[src/design/wipc_pkg.sv]
// Shared types, constants and width helpers for the windowed-integral PID controller.
package wipc_pkg;

  localparam int DEF_WINDOW = 200;

  localparam int TEMP_W  = 16;
  localparam int GAIN_W  = 16;
  localparam int ERR_W   = TEMP_W + 1;
  localparam int DER_W   = ERR_W + 1;
  localparam int DRIVE_W = 7;
  localparam int FRAC_W  = 16;

  localparam int CFG_ADDR_W = 4;
  localparam int CFG_DATA_W = 32;

  localparam logic [DRIVE_W-1:0] DRIVE_MAX = 7'd100;

  localparam logic signed [TEMP_W-1:0] RST_TARGET = 16'sd10368;
  localparam logic [GAIN_W-1:0]        RST_KP     = 16'd7680;
  localparam logic [GAIN_W-1:0]        RST_KI     = 16'd205;
  localparam logic [GAIN_W-1:0]        RST_KD     = 16'd5120;

  typedef enum logic [1:0] {
    REG_TARGET = 2'd0,
    REG_KP     = 2'd1,
    REG_KI     = 2'd2,
    REG_KD     = 2'd3
  } reg_idx_t;

  typedef struct packed {
    logic signed [TEMP_W-1:0] target;
    logic [GAIN_W-1:0]        kp;
    logic [GAIN_W-1:0]        ki;
    logic [GAIN_W-1:0]        kd;
  } cfg_t;

  // Width of the ring sum: WINDOW signed errors.
  function automatic int sum_width(input int window);
    return ERR_W + $clog2(window);
  endfunction

  // Width of the integral term: ring sum plus the current error.
  function automatic int int_width(input int window);
    return ERR_W + $clog2(window + 1);
  endfunction

endpackage

[src/design/wipc_cfg_regs.sv]
// APB-style register block holding the set point and the three loop gains.
module wipc_cfg_regs (
  input  logic                               clk,
  input  logic                               rst_n,
  input  logic                               cfg_psel,
  input  logic                               cfg_penable,
  input  logic                               cfg_pwrite,
  input  logic [wipc_pkg::CFG_ADDR_W-1:0]    cfg_paddr,
  input  logic [wipc_pkg::CFG_DATA_W-1:0]    cfg_pwdata,
  output logic [wipc_pkg::CFG_DATA_W-1:0]    cfg_prdata,
  output logic                               cfg_pready,
  output wipc_pkg::cfg_t                     cfg
);
  import wipc_pkg::*;

  cfg_t     cfg_r, cfg_nxt;
  logic     wr_en;
  reg_idx_t idx;

  assign wr_en      = cfg_psel && cfg_penable && cfg_pwrite;
  assign idx        = reg_idx_t'(cfg_paddr[CFG_ADDR_W-1:2]);
  assign cfg_pready = 1'b1;
  assign cfg        = cfg_r;

  always_comb begin
    cfg_nxt = cfg_r;
    if (wr_en) begin
      unique case (idx)
        REG_TARGET: cfg_nxt.target = $signed(cfg_pwdata[TEMP_W-1:0]);
        REG_KP:     cfg_nxt.kp     = cfg_pwdata[GAIN_W-1:0];
        REG_KI:     cfg_nxt.ki     = cfg_pwdata[GAIN_W-1:0];
        REG_KD:     cfg_nxt.kd     = cfg_pwdata[GAIN_W-1:0];
      endcase
    end
  end

  always_comb begin
    unique case (idx)
      REG_TARGET: cfg_prdata = {{(CFG_DATA_W-TEMP_W){cfg_r.target[TEMP_W-1]}}, cfg_r.target};
      REG_KP:     cfg_prdata = {{(CFG_DATA_W-GAIN_W){1'b0}}, cfg_r.kp};
      REG_KI:     cfg_prdata = {{(CFG_DATA_W-GAIN_W){1'b0}}, cfg_r.ki};
      REG_KD:     cfg_prdata = {{(CFG_DATA_W-GAIN_W){1'b0}}, cfg_r.kd};
    endcase
  end

  always_ff @(posedge clk) begin
    if (!rst_n) begin
      cfg_r.target <= RST_TARGET;
      cfg_r.kp     <= RST_KP;
      cfg_r.ki     <= RST_KI;
      cfg_r.kd     <= RST_KD;
    end else begin
      cfg_r <= cfg_nxt;
    end
  end

endmodule

[config.mk]
export PLATFORM = sky130hd
export DESIGN_NAME = wipc_cfg_regs
export DESIGN_NICKNAME = d
export VERILOG_FILES = /design/src/design/wipc_pkg.sv /design/src/design/wipc_cfg_regs.sv
export SDC_FILE = /design/constraint.sdc
export NUM_CORES = 1
export LEC_CHECK = 0
export ABC_AREA = 1
export BUFFER_PORTS_ARGS = -buffer_cell sky130_fd_sc_hd__buf_2
export CAP_MARGIN = 10
export CELL_PAD_IN_SITES_DETAIL_PLACEMENT = 0
export CELL_PAD_IN_SITES_GLOBAL_PLACEMENT = 1
export CORE_ASPECT_RATIO = 1.4
export CORE_MARGIN = 2
export CORE_UTILIZATION = 29
export DETAILED_ROUTE_END_ITERATION = 8
export PLACE_DENSITY = 0.79
export SKIP_CTS_REPAIR_TIMING = 1
export SYNTH_ARGS = -nofsm -noshare
export SYNTH_HDL_FRONTEND = slang
export SYNTH_SLANG_ARGS = --single-unit
[constraint.sdc]
create_clock -name clk -period 1.25 [get_ports clk]
set_input_delay 0.25 -clock clk [delete_from_list [all_inputs] [get_ports clk]]
set_output_delay 0.25 -clock clk [all_outputs]
set_load 0.02 [all_outputs]
==> results of run 1 <==
stage by stage:
stage	setup TNS (ns)	hold slack, ns	setup slack, ns	area, µm²	std cells
after global placement	-4.66	0.467	-0.166	3960	713
after detailed placement	-5.35	0.474	-0.167	3960	713
after floorplan	-0.181	0.376	-0.0140	3130	469
after CTS	-4.78	0.142	-0.170	4260	729
final	-1.69	0.158	-0.102	4600	742
after global routing	-3.24	0.171	-0.145	4600	742
cells by family (layout without fill, tap and decap cells):
kind of cell           after synthesis  in the layout  share of synthesized area, %
other                                1              1                         0.121
AND/OR/NAND/NOR                    340            340                          46.9
buffers and inverters               64            199                          11.7
flip-flops                          64             64                          41.2
power by group:
| part | total [mW] | switching (mW) | internal (mW) |
|---|---|---|---|
| combinational | 0.783 | 0.459 | 0.325 |
| sequential | 2.13 | 0.0387 | 2.09 |
| clock | 2.51 | 0.865 | 1.65 |
final cells by class:
type / count / area, µm²
clock buffers: 13 / 260
clock inverters: 3 / 40.0
fillers: 1110 / 5800
inverters: 21 / 92.6
multi-input cells: 341 / 1520
flip-flops and latches: 64 / 1290
well taps: 138 / 173
repair buffers: 161 / 1220
repair inverters: 1 / 7.51
cells in the mapped netlist:
library cell / n / area share (%)
inv_1: 19 / 2.3
dfxtp_1: 64 / 41
nand3_4: 1 / 0.56
inv_2: 2 / 0.24
conb_1: 1 / 0.12
nand4_1: 16 / 3.2
buf_1: 5 / 0.60
nor2_4: 6 / 2.2
clkbuf_1: 2 / 0.24
buf_6: 5 / 1.8
nand3_1: 64 / 10
buf_2: 12 / 1.9
nand2_1: 151 / 18
buf_4: 19 / 4.6
nor2_2: 1 / 0.20
nor2_1: 101 / 12
worst paths after layout:
check	slack, ns	to
min	0.16	cfg[19]$_SDFFE_PN1P_
max reg2reg	0.63	cfg[26]$_SDFFE_PN0P_
min reg2reg	0.48	cfg[59]$_SDFFE_PN1P_
max	-0.10	cfg_prdata[23]
layer usage:
metal / vias up / GRT usage, % / part of all wire (%)
li1: 1720 / - / -
met1: 1529 / 21.5 / 42
met2: 108 / 29.2 / 51
met3: 12 / 3.33 / 5.2
met4: 0 / 6.51 / 1.9
met5: - / 0 / 0
worst register-to-register path, delay by kind of cell, from the launching register on:
kind	cells	cell delay [ns]
flops	1	0.38
simple gates	2	0.17
==> impl_metrics.ini, run 1 <==
[worst_setup_path]
crit_family = buffers and inverters
critPathMaxStageDelay_ns = 0.33
cp_max_fo = 8
required_ns = 1.00
start_kind = flip-flop
cp_num_buf_inv = 2
end_kind = output pin
path_cells = nand2_4 -> clkinvlp_4 -> buf_2
worstSetupPathDepth = 3
cp.arrival_ns = 1.10
critPathLaunch = cfg[63]$_SDFFE_PN0P_
crit_type = reg2out
r2r-start = cfg[26]$_SDFFE_PN0P_
r2r_cells = 2
slowest_stage = dfxtp_2

[drt]
drtPass1Iterations = 4
antenna_left = 0
wl_per_cell_um = 14.4
drt_iter0_markers = 165
avgViaCountPerCell = 4.54
drc = 0
wl_um = 10700
via_count = 3369

[global_routing]
grt_pass1_vias = 3042
antenna_found_initial = 0
grt_pass1_wl_um = 15700
grt_max_degree = 65
grt.overflow.total = 0
grt_use_total_pct = 17.2

[synth]
ys_ff_latch = 64
ys_types = 16
ys_seq_area_share_pct = 41.2
syn_area_per_cell_um2 = 6.62
syn_nets = 510
synthesis.area_mm2 = 0.00311
yosysWarnings = 0
syn_inst = 469

[cts]
cts_tree = done
cts_buffer_depth = 2
clkSinkCount = 64
h-tree-depth = 3
clk_pin_slew_worst_paths_ns = 0.05
cts_root_buffer = clkbuf_16
cts_buffers = 9
clkLatencyLatePin_ns = 0.32

[floorplanning]
start_util_pct = 29.9
fp.coreArea_mm2 = 0.0104
die_h_um = 126
die_w_um = 91.5
io_pins = 138
die_area_mm2 = 0.0116
row_count = 44

[hold_path]
whs_path_depth = 3
hold_class = in2reg
min_from = cfg_pwdata[3]

[place]
dpl.hpwl_um = 6870
gp_congestion = 0.787
port_buffers = 118

[timing]
clock-skew-final_ns = 0
slew_violations = 0
period_share_pct = 108
min_period_ns = 1.35
hold_viol = 0
rsz0062_at_grt = true
fmax_ghz = 0.740
setup_viol = 31
layout_setup_ws_ns = -0.102

[pwr]
power_mw = 5.42
vdd_drop_max_mv = 0.725
p_per_area_mw_per_mm2 = 1180
total_leakage_power_nw = 2.26

[layout]
fin_util_pct = 44.2
syn2layout_area_growth_pct = 48.1
nNetsFinal = 640
final_cell_mix = nand2_1, nor2_1, buf_2, nand3_1, dfxtp_1
largest_register_ffs = 64
layout_commonest_cell = nand2_1
antenna_cells = 0
drive_above_1_share_pct = 34.6

[status]
status = finished, violations left
violations = setup timing

[flow_run]
drv_cap = 0
Power figures use the tool's default switching activity.
==> inputs of run 2 (changes only) <==
--- a/config.mk
+++ b/config.mk
@@ -15,6 +15,7 @@
 export CORE_UTILIZATION = 29
 export DETAILED_ROUTE_END_ITERATION = 8
 export PLACE_DENSITY = 0.79
+export RECOVER_POWER = 100
 export SKIP_CTS_REPAIR_TIMING = 1
 export SYNTH_ARGS = -nofsm -noshare
 export SYNTH_HDL_FRONTEND = slang
==> run 2 against run 1 <==
The flow still finishes with violations (setup timing). Via count fell by 0.21%. Critical path depth did not move. Register-to-register slack barely moved. Setup slack improved by 0.0023 ns. Combinational power fell by 3.3%. Clock skew did not move. Critical endpoint unchanged. Routed wire length rose by 0.44%. Count of clock-buffer cells in the layout did not move. Flip-flop and latch count did not move.
==> impl_metrics.ini, run 2 (same netlist as run 1, synthesis figures left out) <==
[cts]
cts_buffer_depth = 2
cts_buffers = 9
clkLatencyLatePin_ns = 0.32
h-tree-depth = 3
clk_pin_slew_worst_paths_ns = 0.05
clkSinkCount = 64
cts_tree = done
cts_root_buffer = clkbuf_16

[floorplanning]
die_h_um = 126
row_count = 44
fp.coreArea_mm2 = 0.0104
die_area_mm2 = 0.0116
start_util_pct = 29.9
io_pins = 138
die_w_um = 91.5

[timing]
layout_setup_ws_ns = -0.0998
fmax_ghz = 0.741
min_period_ns = 1.35
setup_viol = 31
period_share_pct = 108
slew_violations = 0
hold_viol = 0
clock-skew-final_ns = 0
rsz0062_at_grt = true

[layout]
drive_above_1_share_pct = 28.6
antenna_cells = 0
stdcell_area_mm2 = 0.00446
layout_commonest_cell = nand2_1
largest_register_ffs = 64
final.fill_count = 1132
final_cell_mix = nand2_1, nor2_1, nand3_1, dfxtp_1, clkbuf_2
nNetsFinal = 640
syn2layout_area_growth_pct = 43.6

[drt]
via_count = 3362
antenna_left = 0
wl_per_cell_um = 14.5
wl_um = 10700
avgViaCountPerCell = 4.53
drtPass1Iterations = 4
drc = 0
drt_iter0_markers = 172

[pwr]
p_per_area_mw_per_mm2 = 1210
total_leakage_power_nw = 2.11
vdd_drop_max_mv = 0.724

[global_routing]
gr-usage-met2_pct = 29.2
busiest_layer = met2
antenna_found_initial = 0
grt_use_total_pct = 17.2
met3_usage_pct = 3.33
grt_pass1_vias = 3042
grt.overflow.total = 0
grt_pass1_wl_um = 15700
grt_max_degree = 65
met1_usage_pct = 21.5

[worst_setup_path]
worstSetupPathDepth = 3
reg2reg_to = cfg[26]$_SDFFE_PN0P_
path_cells = nand2_4 -> clkinvlp_4 -> buf_2
cp.arrival_ns = 1.10
crit_type = reg2out
critPathCapture = cfg_prdata[23]
r2r_cells = 2
slowest_stage = dfxtp_2
cp_num_buf_inv = 2
end_kind = output pin
r2r-start = cfg[26]$_SDFFE_PN0P_
critPathMaxStageDelay_ns = 0.33
crit_family = buffers and inverters
cp_max_fo = 8
required_ns = 1.00
start_kind = flip-flop
r2r_slack_ns = 0.63
critPathLaunch = cfg[63]$_SDFFE_PN0P_

[place]
place_area_mm2 = 0.00396
pre_cts_slack_ns = -0.167
dpl.hpwl_um = 6870
port_buffers = 118
gp_congestion = 0.787

[flow_run]
drv_cap = 0

[status]
status = finished, violations left
violations = setup timing

[hold_path]
hold_class = in2reg
## run 2: layout make-up
type                    instances  area (µm²)  share of cell area (%)
multi-input cells             341        1500                    33.7
repair inverters                1        7.51                   0.168
inverters                      21        92.6                    2.08
clock buffers                  13         260                    5.83
repair buffers                161        1100                    24.7
clock inverters                 3        40.0                   0.898
well taps                     138         173                    3.87
flip-flops and latches         64        1290                    28.8
## run 2: layer usage
layer | up-vias | part of all wire (%)
met5 | - | 0
met2 | 104 | 52
met4 | 0 | 2.0
li1 | 1719 | -
met1 | 1528 | 42
met3 | 11 | 4.7
## run 2: how the worst min path moves through the flow
stage / startpoint / to / slack [ns] / cells past startpoint
after global placement: cfg[19]$_SDFFE_PN1P_ / cfg[19]$_SDFFE_PN1P_ / 0.47 / 2
after CTS: cfg_pwdata[0] / cfg[16]$_SDFFE_PN1P_ / 0.14 / 3
after floorplan: cfg_pwdata[10] / cfg[10]$_SDFFE_PN1P_ / 0.38 / 2
after detailed placement: cfg[19]$_SDFFE_PN1P_ / cfg[19]$_SDFFE_PN1P_ / 0.47 / 2
final: cfg_pwdata[3] / cfg[19]$_SDFFE_PN1P_ / 0.16 / 3
after global routing: cfg_pwdata[7] / cfg[23]$_SDFFE_PN1P_ / 0.17 / 3
## run 2: worst min-delay path, delay by kind of cell
family | cells | cell delay, ns
buf+inv | 1 | 0.09
simple gates | 2 | 0.11
## run 2: metrics by stage
step	instances	TNS, ns	util (%)	hold slack, ns	total power, mW
global placement	713	-4.66	38.0	0.467	2.82
detailed placement	713	-5.35	38.0	0.474	2.83
floorplan	469	-0.181	-	0.376	2.56
CTS	729	-4.78	40.9	0.142	5.35
finish	742	-1.67	42.9	0.157	5.39
global route	742	-3.97	42.9	0.171	5.61
## run 2: power breakdown
group | total [mW] | internal, mW | leakage, nW | switching (mW)
Clock | 2.50 | 1.64 | 0.150 | 0.859
Sequential | 2.13 | 2.09 | 0.519 | 0.0401
Combinational | 0.757 | 0.304 | 1.44 | 0.453
