===== src/design/wipc_pkg.sv =====
// Shared types, constants and width helpers for the windowed-integral PID controller.
package wipc_pkg;

  localparam int DEF_WINDOW = 200;

  localparam int TEMP_W  = 16;
  localparam int GAIN_W  = 16;
  localparam int ERR_W   = TEMP_W + 1;
  localparam int DER_W   = ERR_W + 1;
  localparam int DRIVE_W = 7;
  localparam int FRAC_W  = 16;

  localparam int CFG_ADDR_W = 4;
  localparam int CFG_DATA_W = 32;

  localparam logic [DRIVE_W-1:0] DRIVE_MAX = 7'd100;

  localparam logic signed [TEMP_W-1:0] RST_TARGET = 16'sd10368;
  localparam logic [GAIN_W-1:0]        RST_KP     = 16'd7680;
  localparam logic [GAIN_W-1:0]        RST_KI     = 16'd205;
  localparam logic [GAIN_W-1:0]        RST_KD     = 16'd5120;

  typedef enum logic [1:0] {
    REG_TARGET = 2'd0,
    REG_KP     = 2'd1,
    REG_KI     = 2'd2,
    REG_KD     = 2'd3
  } reg_idx_t;

  typedef struct packed {
    logic signed [TEMP_W-1:0] target;
    logic [GAIN_W-1:0]        kp;
    logic [GAIN_W-1:0]        ki;
    logic [GAIN_W-1:0]        kd;
  } cfg_t;

  // Width of the ring sum: WINDOW signed errors.
  function automatic int sum_width(input int window);
    return ERR_W + $clog2(window);
  endfunction

  // Width of the integral term: ring sum plus the current error.
  function automatic int int_width(input int window);
    return ERR_W + $clog2(window + 1);
  endfunction

endpackage


===== src/design/wipc_drive_stage.sv =====
// Sums the three gain products, drops the fraction and clamps the drive to 0..100.
module wipc_drive_stage #(
  parameter int WINDOW = wipc_pkg::DEF_WINDOW
) (
  input  logic                                           clk,
  input  logic                                           rst_n,
  input  logic                                           up_valid,
  output logic                                           up_ready,
  input  logic signed [wipc_pkg::int_width(WINDOW)+16:0] p_int,
  input  logic signed [wipc_pkg::ERR_W+16:0]             p_prop,
  input  logic signed [wipc_pkg::DER_W+16:0]             p_der,
  output logic                                           dn_valid,
  input  logic                                           dn_ready,
  output logic [wipc_pkg::DRIVE_W-1:0]                   drive
);
  import wipc_pkg::*;

  localparam int INT_W = int_width(WINDOW);
  localparam int PI_W  = INT_W + 17;
  localparam int PP_W  = ERR_W + 17;
  localparam int PD_W  = DER_W + 17;
  localparam int TOT_W = PI_W + 2;
  localparam int WH_W  = TOT_W - FRAC_W;

  logic signed [TOT_W-1:0] total;
  logic [WH_W-1:0]         whole;
  logic [DRIVE_W-1:0]      drive_nxt;
  logic                    v_r;
  logic [DRIVE_W-1:0]      drive_r;

  assign total = {{(TOT_W-PI_W){p_int[PI_W-1]}}, p_int}
               + {{(TOT_W-PP_W){p_prop[PP_W-1]}}, p_prop}
               + {{(TOT_W-PD_W){p_der[PD_W-1]}}, p_der};
  assign whole = total[TOT_W-1:FRAC_W];

  always_comb begin
    priority if (total[TOT_W-1] || (total == '0)) begin
      drive_nxt = '0;
    end else if (whole > WH_W'(DRIVE_MAX)) begin
      drive_nxt = DRIVE_MAX;
    end else begin
      drive_nxt = whole[DRIVE_W-1:0];
    end
  end

  assign up_ready = !v_r || dn_ready;

  always_ff @(posedge clk) begin
    if (!rst_n) begin
      v_r <= 1'b0;
    end else if (up_ready) begin
      v_r <= up_valid;
    end
  end

  always_ff @(posedge clk) begin
    if (up_valid && up_ready) begin
      drive_r <= drive_nxt;
    end
  end

  assign dn_valid = v_r;
  assign drive    = drive_r;

endmodule


===== config.mk =====
export PLATFORM = sky130hd
export DESIGN_NAME = wipc_drive_stage
export DESIGN_NICKNAME = d
export VERILOG_FILES = /design/src/design/wipc_pkg.sv /design/src/design/wipc_drive_stage.sv
export SDC_FILE = /design/constraint.sdc
export NUM_CORES = 1
export LEC_CHECK = 0
export ABC_CLOCK_PERIOD_IN_PS = 3950
export BUFFER_PORTS_ARGS = -buffer_cell sky130_fd_sc_hd__buf_2
export CAP_MARGIN = 20
export CORE_UTILIZATION = 55
export CTS_CLUSTER_DIAMETER = 40
export DETAILED_ROUTE_END_ITERATION = 16
export PLACE_DENSITY = 0.84
export SLEW_MARGIN = 5
export SYNTH_ARGS = -nofsm -noshare
export SYNTH_HDL_FRONTEND = slang
export SYNTH_SLANG_ARGS = --single-unit

===== constraint.sdc =====
create_clock -name clk -period 3.95 [get_ports clk]
set_input_delay 0.1975 -clock clk [delete_from_list [all_inputs] [get_ports clk]]
set_output_delay 0.1975 -clock clk [all_outputs]
set_load 0.03 [all_outputs]

==> results of run 1 <==
[power groups by stage]
stage / registers (mW) / logic, mW / clock network [mW]
final: 0.104 / 1.43 / 0.104
after global routing: 0.105 / 1.57 / 0.110
after CTS: 0.105 / 1.41 / 0.106
after detailed placement: 0.106 / 1.40 / 0
after global placement: 0.105 / 1.36 / 0
after floorplan: 0.122 / 1.05 / 0
[final cells by class]
cell class | instances | area [sq um]
Clock buffer | 4 | 45.0
Fill cell | 655 | 2410
Inverter | 35 | 131
Multi-Input combinational cell | 456 | 3800
Sequential cell | 8 | 230
Tap cell | 99 | 124
Timing Repair Buffer | 130 | 668
[critical path: stages]
cell and delay [ps]:
buf_2 80, inv_1 50, fa_1 540, inv_1 40, ha_1 390, a21oi_1 250
o21ai_1 120, a21oi_1 400, nor3_1 160, a311oi_2 370, mux2i_1 150, a311oi_2 290
nand4_2 260, o31a_1 350
[cell usage in the layout (no fill, tap or decap), drive strengths merged, types with 11 or more instances in the layout]
cell type  Yosys  layout
ha            42      42
a211oi        11      11
nand4         20      20
inv           35      35
a21o          13      13
xnor2         14      14
o21ai         34      34
fa            43      43
nor2          35      35
nand2         48      48
buf           14     130
a21oi         50      50
[metrics by stage]
stage          utilization  instance area, sq um  hold slack [ps]  std cells  setup slack [ps]
5_1_grt              0.675                  5000              218        732               101
3_5_place_dp         0.668                  4950              463        727              64.8
3_3_place_gp         0.668                  4950              456        727               131
6_report             0.675                  5000              225        732               286
4_1_cts              0.674                  4990              222        731               315
2_1_floorplan            -                  4300              336        524               462
[layer usage]
metal	up-vias	track usage	wire length, um
li1	2191	-	-
met1	2183	0.352	4750
met2	189	0.518	5830
met3	18	0.0194	577
met4	0	0.0632	152
met5	-	0	0
[synthesized netlist by cell type, drive strengths merged (3+ instances only)]
cell type | number | area (sq um)
o31a | 4 | 35.0
xnor2 | 14 | 123
a211o | 3 | 26.3
and4 | 3 | 27.5
a31oi | 4 | 25.0
or4 | 3 | 22.5
clkbuf | 11 | 42.5
or3 | 5 | 32.5
edfxtp | 7 | 210
nor2 | 35 | 134
xor2 | 6 | 52.6
nor2b | 6 | 45.0
nor3 | 8 | 40.0
o211ai | 6 | 45.0
a31o | 3 | 26.3
a21o | 13 | 98.9
mux2i | 3 | 30.0
a2111oi | 3 | 38.8
nand3 | 10 | 50.1
o21a | 8 | 60.1
a211oi | 11 | 110
nand2b | 4 | 25.0
buf | 14 | 96.3
a21boi | 3 | 26.3
nand2 | 48 | 183
and3 | 3 | 18.8
o221a | 4 | 45.0
a311oi | 5 | 56.3
o21bai | 6 | 45.0
o21ai | 34 | 189
a21oi | 50 | 277
o221ai | 4 | 35.0
o2111ai | 4 | 41.3
fa | 43 | 861
nor4 | 10 | 68.8
o31ai | 3 | 41.3
inv | 35 | 131
nand4 | 20 | 131
ha | 42 | 526
[registers in the layout, summed over array words and instances (netlist names)]
| register | flops |
|---|---|
| dn_valid | 1 |
| drive | 7 |
[cell families (layout without fill, tap and decap cells)]
| logic type | after synthesis | count (layout) | synth area share |
|---|---|---|---|
| AO/OA/AOI/OAI | 183 | 183 | 0.316 |
| buffers and inverters | 60 | 169 | 0.0628 |
| AND/OR/NAND/NOR | 165 | 165 | 0.198 |
| flip-flops | 8 | 8 | 0.0535 |
| multiplexers | 3 | 3 | 0.00698 |
| adder cells (fa/ha/maj) | 85 | 85 | 0.322 |
| XOR/XNOR | 20 | 20 | 0.0407 |
[worst max path at each step]
stage          startpoint                     end  slack, ps  cells past startpoint
6_report        p_int[21]  drive[2]$_SDFFCE_PP0P_        290                     14
5_1_grt          p_int[1]  drive[0]$_SDFFCE_PP0P_        100                     14
4_1_cts          p_int[1]  drive[2]$_SDFFCE_PP0P_        320                     14
3_5_place_dp     p_int[1]  drive[0]$_SDFFCE_PP0P_         60                     14
3_3_place_gp     p_int[1]  drive[0]$_SDFFCE_PP0P_        130                     14
2_1_floorplan    p_int[1]  drive[0]$_SDFFCE_PP0P_        460                     13
==> impl_results.md, run 1 <==
* Worst-path clk slew at 40 ps
* Endpoints failing setup at 0
* I/O Buffers at 123
* Synth async-reset ratio at 0
* CP required at 3930 ps
* Hpwl dp at 9770 um
* N_diodes at 0
* Num Clock Sinks at 8
* Distinct cells, synth at 83
* RePlAce Congestion at 0.947
* GRT Util Overall at 0.279
* Part of the cycle the worst path needs at 0.928
* Clock Path Buffers at 2
* Startpoint Class: input port
* Headroom to the max-slew limit at 0.578
* Total Power at 1.64 mW
* Hold depth at 2
* Initial core utilization at 0.581
* Global-route wire length before repair at 19,400 um
* Hold Violations, Final at 0
* Switch share at 0.551
* Post-DR wirelength/cell at 15.5 um
* Final max-slew violation count at 0
* Largest net degree at the start of global routing at 12
* Avg Inst Size Synth at 8.21 sq um
* CTS buffer count at 3
* Die width at 90.5 um
* Critical hold path startpoint: rst_n
* Crit Path Category: in2reg
* Pwr dens at 328 mW/mm^2
* Die area at 0.00818 sq mm
* Share of layout cells above drive strength 1 at 0.270
* Flop pwr share at 0.064
* Vias at 4,581
* Initial antenna violation count at 0
* Maximum Capacitance Violations at 0
* Power Internal at 737 uW
* Fmax at 0.273 GHz
* Status: finished, final reports clean
* # nets final at 834
* Clk pwr share at 0.064
* VDD IR max at 0.163 mV
* Vias per inst at 6.26
* Initial DRC count at 283
* # Post-CTS Setup Buffers at 0
* Worst Reg2Reg Path Length in Cells at 2
* Post-synthesis cell count at 524
* Router iterations before antenna repair at 11
* Pleak at 2.18 nW
* Vias in the first global route at 4,461
* Final antenna-violating net count at 0
* Depth of the CTS H-tree at 1
* TNS Setup at 0 ps
* Combinational fraction of design power at 0.873
* Mapped Area at 0.00430 sq mm
* Area growth from synthesis to layout at 16.2%
* Reg-to-reg critical path endpoint: drive[3]$_SDFFCE_PP0P_
* Core Box Area at 0.00741 sq mm
* CTS root buf: clkbuf_8
* Final wirelength at 11,300 um
* WHS Endpoint: dn_valid$_SDFFE_PN0N_
* Final clock skew at 2.69 ps
* Synthesized flop and latch total at 8
* Tmin final at 3660 ps
* Crit path DAT at 3640 ps
* Slew of the pin with the lowest slew margin at 628 ps
* Hold WC Path Type: in2reg
* Highest net fanout along the worst path at 9
* Sequential share of the synthesized area at 0.0535
* Critical path capture point type: register
* Net count after synthesis at 724
* Total grt overflow at 0
* Worst R2R Setup Slack at 2920 ps
* Post-synth EDFFs at 7
* Psw at 903 uW
* Top FF cell, synth: edfxtp_1
* Reg-to-Reg Start: dn_valid$_SDFFE_PN0N_
* CTS tree: built
* # DRC at 0
* RSZ-0062 raised after global routing: no
* Die Ht at 90.5 um
* Yosys warnings at 0
* Post-CTS Resized at 0
* Later-pin clock latency in the skew report at 230 ps
* Post-CTS Hold Buffers at 0
* Rows at 31
* I/O pin cnt at 124
Note: power is estimated with default switching activity, not from simulation.
==> run 2: changes to the inputs <==
--- a/config.mk
+++ b/config.mk
@@ -5,7 +5,7 @@
 export SDC_FILE = /design/constraint.sdc
 export NUM_CORES = 1
 export LEC_CHECK = 0
-export ABC_CLOCK_PERIOD_IN_PS = 3950
+export ABC_CLOCK_PERIOD_IN_PS = 3600
 export BUFFER_PORTS_ARGS = -buffer_cell sky130_fd_sc_hd__buf_2
 export CAP_MARGIN = 20
 export CORE_UTILIZATION = 55
==> constraint.sdc (replaced) <==
create_clock -name clk -period 3.6 [get_ports clk]
set_input_delay 0.18 -clock clk [delete_from_list [all_inputs] [get_ports clk]]
set_output_delay 0.18 -clock clk [all_outputs]
set_load 0.03 [all_outputs]
==> run 2 against run 1 <==
Clock-buffer cell count unchanged. Routed wire length rose by 10%. Sequential share of layout area fell by 0.48 points. Largest power group unchanged. Largest cell class unchanged. Die area did not move. Clock power up 13%. Non-clock buffer count up 64. Clock skew rose by 6.4 ps.
==> impl_results.md, run 2 (synthesis gave the netlist of run 1 again) <==
* Status: finished, final reports clean
* Depth of the CTS H-tree at 1
* CP required at 3580 ps
* Later-pin clock latency in the skew report at 240 ps
* Flop pwr share at 0.055
* Initial core utilization at 0.581
* Total grt overflow at 0
* N_diodes at 0
* Initial antenna violation count at 0
* Post-CTS Hold Buffers at 0
* Rows at 31
* Final wirelength at 12,500 um
* Num Clock Sinks at 8
* Hold depth at 2
* Reg-to-Reg Start: dn_valid$_SDFFE_PN0N_
* Psw at 1.08 mW
* Combinational fraction of design power at 0.888
* Area growth from synthesis to layout at 29.7%
* M2 GR Usage at 0.558
* Vias in the first global route at 4,810
* Pleak at 2.49 nW
* Die width at 90.5 um
* GRT Util Overall at 0.298
* WHS Endpoint: dn_valid$_SDFFE_PN0N_
* Startpoint Class: input port
* Switch share at 0.521
* Die area at 0.00818 sq mm
* Worst-path clk slew at 50 ps
* Hpwl dp at 10,800 um
* Crit path DAT at 3520 ps
* Clock Path Buffers at 2
* CTS tree: built
* Largest net degree at the start of global routing at 12
* Router iterations before antenna repair at 5
* Clk pwr share at 0.057
* Maximum Capacitance Violations at 0
* Global-route wire length before repair at 20,400 um
* Worst Reg2Reg Path Length in Cells at 2
* Share of layout cells above drive strength 1 at 0.356
* Worst R2R Setup Slack at 2550 ps
* RSZ-0062 raised after global routing: yes
* Post-DR wirelength/cell at 15.7 um
* TNS Setup at 0 ps
* Pwr dens at 372 mW/mm^2
* Most common cell after layout, fill and taps aside: buf_2
* Tmin final at 3540 ps
* Headroom to the max-slew limit at 0.532
* Hold WC Path Type: in2reg
* I/O pin cnt at 124
* Core Box Area at 0.00741 sq mm
* Reg-to-reg critical path endpoint: drive[6]$_SDFFCE_PP0P_
* Final max-slew violation count at 0
* Placed cell areas at 0.00543 sq mm
* Critical hold path startpoint: rst_n
* Post-route cell area at 0.00558 sq mm
* Hold Violations, Final at 0
* Vias at 4,850
* Storage cell area at 230 sq um
* Fillers at 587
* Final antenna-violating net count at 0
* Fmax at 0.282 GHz
* Total Power at 2.08 mW
* Placed cells at 791
* Grt met3 use at 0.0194
* CTS buffer count at 3
* Most frequent cells in the layout: buf_2 (122), buf_4 (71), nand2_1 (47), fa_1 (42), a21oi_1 (41)
* Final clock skew at 9.10 ps
* Fin cells at 796
* Highest net fanout along the worst path at 4
* Vias per inst at 6.09
* RePlAce Congestion at 0.963
* # DRC at 0
* Multi-input gate area at 0.00389 sq mm
* Critical path capture point type: register
* # nets final at 898
* Die Ht at 90.5 um
* Met1 usage at 0.357
* Initial DRC count at 354
* Largest register FFs at 7
* Endpoints failing setup at 0
* CTS root buf: clkbuf_8
* Part of the cycle the worst path needs at 0.984
* I/O Buffers at 123
* Slew of the pin with the lowest slew margin at 703 ps
* Hold_ws at 208 ps
* VDD IR max at 0.183 mV
* Crit Path Category: in2reg
* Power Internal at 995 uW
* GR peak layer: met2
==> run 2: cell count changes in the layout (fill, tap and decap cells not counted), sizes merged <==
cell / change
buf: +64
==> run 2: per-stage QoR <==
stage / util / worst slack, ps
after floorplan: - / 129
after global placement: 0.733 / -153
after detailed placement: 0.733 / -297
after CTS: 0.740 / -26.4
after global routing: 0.753 / -70.8
final: 0.753 / 57.9
==> run 2: timing repair <==
item	in CTS	in global routing
pin swaps	3	16
endpoints found under the hold margin	0	0
cloned	0	0
resized for setup	4	18
setup buffers	0	1
setup endpoints to repair	4	7
==> run 2: final cells by class <==
cell class,instances,share of cell area
multi-input combinational,456,0.698
timing repair buffer,194,0.207
inverter,35,0.0235
sequential,8,0.0413
clock buffer,4,0.00807
tap,99,0.0222
==> run 2: worst max-delay path by stage <==
stage / startpoint / to / cells after the start
floorplan: p_int[1] / drive[0]$_SDFFCE_PP0P_ / 13
CTS: p_int[1] / drive[4]$_SDFFCE_PP0P_ / 14
global route: p_int[1] / drive[4]$_SDFFCE_PP0P_ / 14
detailed placement: p_int[1] / drive[4]$_SDFFCE_PP0P_ / 14
global placement: p_int[1] / drive[3]$_SDFFCE_PP0P_ / 14
finish: p_int[1] / drive[4]$_SDFFCE_PP0P_ / 14
==> run 2: worst max-delay path, stage by stage <==
cell and delay [ps]:
buf_6 90, fa_1 500, ha_2 220, inv_2 50
fa_2 220, nor2b_4 50, o31a_1 330, or3_4 400
a2111oi_4 390, o2111ai_2 210, a2111oi_4 230, nand4_1 200
o31ai_4 350, nor4_1 110
==> run 2: routing by layer <==
layer | wire length (um) | vias up
met2 | 6410 | 223
li1 | - | 2315
met4 | 286 | 0
met3 | 583 | 34
met1 | 5180 | 2278
met5 | 0 | -
==> run 2: power by group through the flow <==
stage          Clock, mW  Combinational [mW]  Sequential (mW)
5_1_grt            0.127                2.00            0.115
3_5_place_dp           0                1.75            0.117
6_report           0.118                1.84            0.115
4_1_cts            0.120                1.77            0.115
3_3_place_gp           0                1.70            0.116
2_1_floorplan          0                1.16            0.134
